<file path="config.mk">
export PLATFORM = sky130hd
export DESIGN_NAME = satsp_ctrl
export DESIGN_NICKNAME = d
export VERILOG_FILES = /design/src/rtl/satsp_pkg.sv /design/src/rtl/satsp_ctrl.sv
export SDC_FILE = /design/constraint.sdc
export NUM_CORES = 1
export LEC_CHECK = 0
export BUFFER_PORTS_ARGS = -buffer_cell sky130_fd_sc_hd__buf_2
export CELL_PAD_IN_SITES_DETAIL_PLACEMENT = 0
export CELL_PAD_IN_SITES_GLOBAL_PLACEMENT = 2
export CORE_AREA = 5 5 42 44
export CTS_BUF_LIST = sky130_fd_sc_hd__clkbuf_4
export CTS_CLUSTER_DIAMETER = 200
export DETAILED_ROUTE_END_ITERATION = 8
export DIE_AREA = 0 0 47 49
export GPL_TIMING_DRIVEN = 0
export PLACE_DENSITY_LB_ADDON = 0.15
export SYNTH_ARGS = -nofsm -noshare
export SYNTH_HDL_FRONTEND = slang
export SYNTH_SLANG_ARGS = --single-unit
</file>
<file path="constraint.sdc">
create_clock -name clk -period 1 [get_ports clk]
set_input_delay 0 -clock clk [delete_from_list [all_inputs] [get_ports clk]]
set_output_delay 0 -clock clk [all_outputs]
set_load 0.05 [all_outputs]
</file>
<file path="src/rtl/satsp_pkg.sv">
package satsp_pkg;

  // default geometry
  localparam int SETS_DEF = 64;
  localparam int WAYS_DEF = 8;

  // field widths
  localparam int ADDR_W = 32;
  localparam int OP_W   = 3;
  localparam int STAT_W = 2;

  // operation codes
  localparam logic [OP_W-1:0] OP_ACCESS  = 3'd0;
  localparam logic [OP_W-1:0] OP_CONTAIN = 3'd1;
  localparam logic [OP_W-1:0] OP_FILL    = 3'd2;
  localparam logic [OP_W-1:0] OP_PIN     = 3'd3;
  localparam logic [OP_W-1:0] OP_UNPIN   = 3'd4;

  // status codes
  localparam logic [STAT_W-1:0] ST_OK          = 2'd0;
  localparam logic [STAT_W-1:0] ST_NOT_PRESENT = 2'd1;
  localparam logic [STAT_W-1:0] ST_NO_VICTIM   = 2'd2;

  // controller to datapath commands
  typedef struct packed {
    logic clr;     // clear one metadata row
    logic load;    // capture incoming item
    logic rd_in;   // read set taken straight from the incoming address
    logic rd_set;  // read set held in the set index register
    logic commit;  // write back the set and load the result
  } satsp_cmd_t;

  // datapath to controller status
  typedef struct packed {
    logic clr_last;
    logic idx_done;
    logic out_free;
  } satsp_sts_t;

endpackage

</file>
<file path="src/rtl/satsp_ctrl.sv">
module satsp_ctrl #(
  parameter int SETS = satsp_pkg::SETS_DEF
) (
  input  logic                  clk,
  input  logic                  rst_n,
  input  logic                  in_valid,
  output logic                  in_stall,
  input  satsp_pkg::satsp_sts_t sts,
  output satsp_pkg::satsp_cmd_t cmd
);

  localparam bit POW2 = (SETS & (SETS - 1)) == 0;

  localparam logic [1:0] S_CLEAR = 2'd0;
  localparam logic [1:0] S_IDLE  = 2'd1;
  localparam logic [1:0] S_MOD   = 2'd2;
  localparam logic [1:0] S_LOOK  = 2'd3;

  logic [1:0] state_r;
  logic [1:0] state_nxt;

  // next state and commands
  always_comb begin
    state_nxt = state_r;
    cmd       = '0;
    in_stall  = 1'b1;
    case (state_r)
      S_CLEAR: begin
        cmd.clr = 1'b1;
        if (sts.clr_last) begin
          state_nxt = S_IDLE;
        end
      end
      S_IDLE: begin
        in_stall = 1'b0;
        if (in_valid) begin
          cmd.load = 1'b1;
          if (POW2) begin
            cmd.rd_in = 1'b1;
            state_nxt = S_LOOK;
          end else begin
            state_nxt = S_MOD;
          end
        end
      end
      S_MOD: begin
        if (sts.idx_done) begin
          cmd.rd_set = 1'b1;
          state_nxt  = S_LOOK;
        end
      end
      S_LOOK: begin
        if (sts.out_free) begin
          cmd.commit = 1'b1;
          state_nxt  = S_IDLE;
        end
      end
      default: begin
        state_nxt = S_CLEAR;
      end
    endcase
  end

  // state register
  always_ff @(posedge clk) begin
    if (!rst_n) begin
      state_r <= S_CLEAR;
    end else begin
      state_r <= state_nxt;
    end
  end

endmodule

</file>
[Yosys cells after proc, flatten, opt, wreduce, memory -nomap -nowiden]
Cells that the tools add are included.
W data, S select, Z words.
Word-level totals
  register bits after elaboration: 2
  bits in latches: 0
  bits in writable memories: 0
  memory bits (read-only): 0
  input port bits: 6
  word-level logic and storage cells: 23
  memories: 0
Operators by class
  add/subtract/negate cells: 0
  multiply operators: 0
  div/mod/pow operators: 0
  magnitude comparators: 0
  equal/unequal tests: 7
  shifts and indexed selects: 0
  mux-type cells: 13
  bitwise operators: 0
  reductions and logical operators: 2
Operators by type and width (number)
  $mux W2: 6
  $ne A2 B2 Y1 const B: 4
  $pmux W2 S4: 1
  $mux W1: 6
  $eq A2 B2 Y1 const B: 2
  $reduce_and A4 Y1: 1
  $eq A2 B1 Y1 const B: 1
  $logic_not A2 Y1: 1

[Depth between registers and ports, before layout]
  depth in word-level cells: 3
  gate-level depth with buffers: 5
  gate-level depth less buffers: 5

[Worst setup path before layout]
Ideal clock, no wire load.
  kind: register to register
  start point: register state_r[1]
  end point: register state_r[1]
  arrival time: 1.322 ns
  data required time: 0.928 ns
  setup slack: -0.394 ns
  cell stages (with the launch flop): 6
  path buffers: 0
  clock period less this slack: 1.394 ns
  cells stage by stage: dfxtp_1 inv_1 ha_1 inv_1 o2111a_2 mux2i_1
On the way
  cells in the longest elaborated chain, start to end: 3
RTL lines
  from (decl): line satsp_ctrl.sv:19  | logic [1:0] state_r;
  from (signal assigned): line satsp_ctrl.sv:69  | state_r <= state_nxt;
  $eq A2 B2 Y1, or another cell as far along: line satsp_ctrl.sv:27  | case (state_r)
  $ne A2 B2 Y1 (no source line)
  $reduce_and A4 Y1 (no source line)
Several ways; a longest one is shown, not always the timed one.
A chain may end at the register's enable or synchronous reset.

[Worst setup path after layout]
  start point: register state_r[0]
  end point: register state_r[0]
The elaborated chain is that of the path after synthesis.

==> impl_metrics.sql <==
INSERT INTO impl_metrics (metric_group, metric, value, unit) VALUES
('die', 'dieWidth', '47', 'um'),
('yosys', 'synthCells', '21', ''),
('die', 'ports', '12', ''),
('route', 'vias_after_detailed_routing', '192', ''),
('clock_tree', 'tritoncts_num_sinks', '2', ''),
('power_and_ir_drop', 'max_vdd_drop', '664', 'uV'),
('sta', 'clock_skew', '0.00000323', 'ns'),
('final_layout', 'fill_cells', '163', ''),
('yosys', 'share_of_synthesized_flip_flops_with_an_asynchronous_set_or_reset', '0', '%'),
('die', 'fp.dieH', '49', 'um'),
('route', 'post_detailed_route_via_to_cell_ratio', '3.62', ''),
('final_layout', 'flip_flop_count_of_the_largest_register_after_layout', '2', ''),
('clock_tree', 'cts.reportedPaths.clkPinSlew', '0.03', 'ns'),
('route', 'post_route_wl', '480', 'um'),
('yosys', 'post_synth_edffs', '0', ''),
('sta', 'grt_setup_unrepaired', 'true', ''),
('yosys', 'synth_top_flop_cell', 'dfxtp_1', ''),
('route', 'route.detailed.drc', '0', ''),
('clock_tree', 'tritoncts.num_buffers', '3', ''),
('final_layout', 'top_register', 'state_r', ''),
('yosys', 'synth_fp_nets', '31', ''),
('status', 'run_status', 'complete, but fails checks', ''),
('critical_path', 'critical_path_class', 'reg -> reg', ''),
('die', 'floorplan.core_area', '0.00140', 'sq mm'),
('global_route', 'number_of_antenna_violations_at_the_first_check_in_global_routing', '0', ''),
('global_route', 'wire_length_of_the_first_global_routing_pass', '738', 'um'),
('sta', 'final.period_utilization', '118', '%'),
('yosys', 'netlist_top_cells_area', 'ha_1 27%, dfxtp_1 21%, and2_1 6.7%, nand2b_1 6.7%, o2111a_2 6.7%', ''),
('critical_path', 'crit_path_start_kind', 'flip-flop', ''),
('yosys', 'synthMostInstantiatedCell', 'ha_1', ''),
('die', 'start_util', '13.3', '%'),
('sta', 'final-setup-viol-count', '8', ''),
('critical_path', 'cp_max_fo', '4', ''),
('route', 'drt_iter0_markers', '0', ''),
('global_route', 'largest_net_degree_at_the_start_of_global_routing', '5', ''),
('die', 'fp-row-count', '14', ''),
('yosys', 'netlist_area', '186', 'sq um'),
('hold_path', 'holdCritPathClass', 'in -> reg', ''),
('final_layout', 'drive_above_1_share', '75.7', '%'),
('power_and_ir_drop', 'power_density', '2610', 'mW/mm^2'),
('yosys', 'netlist_top_cells_count', '4 x ha_1, 3 x inv_1', ''),
('sta', 'max_slew_margin', '92.3', '%'),
('final_layout', 'areaGrowthSynthToFinish', '115', '%'),
('sta', 'period_minus_slack', '1.18', 'ns'),
('sta', 'timing.fmax', '0.845', 'GHz'),
('yosys', 'yosysUniqueCellTypes', '12', ''),
('clock_tree', 'cts_buffer_depth', '2', ''),
('clock_tree', 'post_cts_hold_buffer_count', '0', ''),
('yosys', 'ys_seq_area_share', '21.5', '%'),
('sta', 'maxSlewViolCount', '0', ''),
('placed_design', 'io_buffers', '11', ''),
('sta', 'worstMarginPinSlew', '0.112', 'ns'),
('yosys', 'synth_seq_cells', '2', ''),
('final_layout', 'largest_registers', 'state_r: 2 flops', ''),
('placed_design', 'globalplace.congestion', '0.644', ''),
('sta', 'fin_ws', '-0.183', 'ns'),
('yosys', 'syn_area_per_cell', '8.88', 'sq um'),
('clock_tree', 'insertion_delay', '0.22', 'ns'),
('run', 'cap_viol_max_count', '0', ''),
('global_route', 'first_global_vias', '196', ''),
('global_route', 'globalRouteTotalUtil', '4.78', '%'),
('route', 'first_pass_iters', '1', ''),
('sta', 'hold_violations', '0', ''),
('yosys', 'ys.warnings.count', '0', ''),
('placed_design', 'placedInstanceArea', '284', 'sq um'),
('final_layout', 'num_antenna_cells', '0', ''),
('yosys', 'top_cell_type_s_share_of_synthesized_area', '26.8', '%'),
('clock_tree', 'cts_root_buffer', 'clkbuf_4', ''),
('clock_tree', 'cts_tree', 'built', ''),
('sta', 'final.hold.worst_slack', '0.0119', 'ns'),
('clock_tree', 'cts-htree-levels', '1', ''),
('final_layout', 'postLayoutCellArea', '400', 'sq um'),
('route', 'drt-wirelength-per-cell', '9.06', 'um'),
('status', 'violations', 'setup timing', ''),
('critical_path', 'arrival', '1.29', 'ns'),
('die', 'die_area', '0.00230', 'sq mm'),
('critical_path', 'cp.required', '1.11', 'ns'),
('power_and_ir_drop', 'leakage_power', '0.182', 'nW'),
('final_layout', 'final_net_count', '49', ''),
('yosys', 'synthDominantAreaCellType', 'ha_1', ''),
('route', 'drtAntennaViolNets', '0', ''),
('global_route', 'grt_remaining_overflow', '0', ''),
('critical_path', 'critical_path_sink_type', 'flip-flop', '');
==> per-stage QoR <==
stage	power [mW]	TNS (ns)	util, %	setup slack, ns	cells
global placement	0.629	-0.441	20.3	-0.188	48
floorplan	0.542	-0.804	-	-0.380	21
detailed placement	0.634	-0.465	20.3	-0.198	48
CTS	1.02	-1.17	27.7	-0.202	53
finish	1.04	-1.00	28.6	-0.183	53
global route	1.12	-1.38	28.6	-0.250	53
==> report_power, final <==
| group | internal, mW | switching [mW] |
|---|---|---|
| combinational | 0.337 | 0.369 |
| clock | 0.132 | 0.0447 |
| sequential | 0.120 | 0.0409 |
==> area by class of cell <==
type,count,area [sq um],share of cell area (%)
inverter,3,17.5,4.38
clock buffer,3,22.5,5.62
sequential,2,47.5,11.9
buffer,1,11.3,2.81
timing repair buffer,13,119,29.7
tap,16,20.0,5.00
multi-input combinational,15,163,40.6
==> per-layer routing <==
metal | track usage [%] | share of wire, % | up-vias
met5 | 0 | 0 | -
li1 | - | - | 100
met2 | 7.69 | 61 | 6
met4 | 5.53 | 0 | 0
met1 | 4.16 | 29 | 86
met3 | 1.11 | 9.4 | 0
==> cell families after synthesis <==
kind of cell | after synthesis | share of synthesized area, %
compound gates | 2 | 10.7
flops | 2 | 21.5
fa+ha+maj | 4 | 26.8
mux | 1 | 5.37
buf+inv | 4 | 10.1
simple gates | 8 | 25.5
==> worst max-delay path, cell delays in order (launching register included) <==
cell and delay (ns):
dfxtp_4 0.37, ha_1 0.16, or2b_1 0.23, o2111a_2 0.16
o21a_1 0.16
==> what timing repair did <==
item	CTS	global route
buffers inserted	2	0
resized for setup	20	3
pin swaps	3	1
setup endpoints to repair	8	8
==> cells in the final DEF (no fill, tap or decap), drive strengths merged <==
master | netlist | final
mux2i | 1 | 1
nand2b | 2 | 2
nand2 | 2 | 2
inv | 3 | 2
dfxtp | 2 | 2
clkinvlp | 0 | 1
clkbuf | 0 | 3
ha | 4 | 4
o2111a | 1 | 1
o21a | 1 | 1
buf | 1 | 14
and2 | 3 | 3
or2b | 1 | 1
==> final timing paths <==
path | slack [ns] | startpoint | depth (start not counted) | to
hold / removal | 0.01 | rst_n | 2 | state_r[0]
hold reg to reg | 0.51 | state_r[1] | 2 | state_r[1]
setup / recovery | -0.18 | state_r[0] | 4 | state_r[0]
setup reg to reg | -0.18 | state_r[0] | 4 | state_r[0]
(Power assumes the default switching activity.)
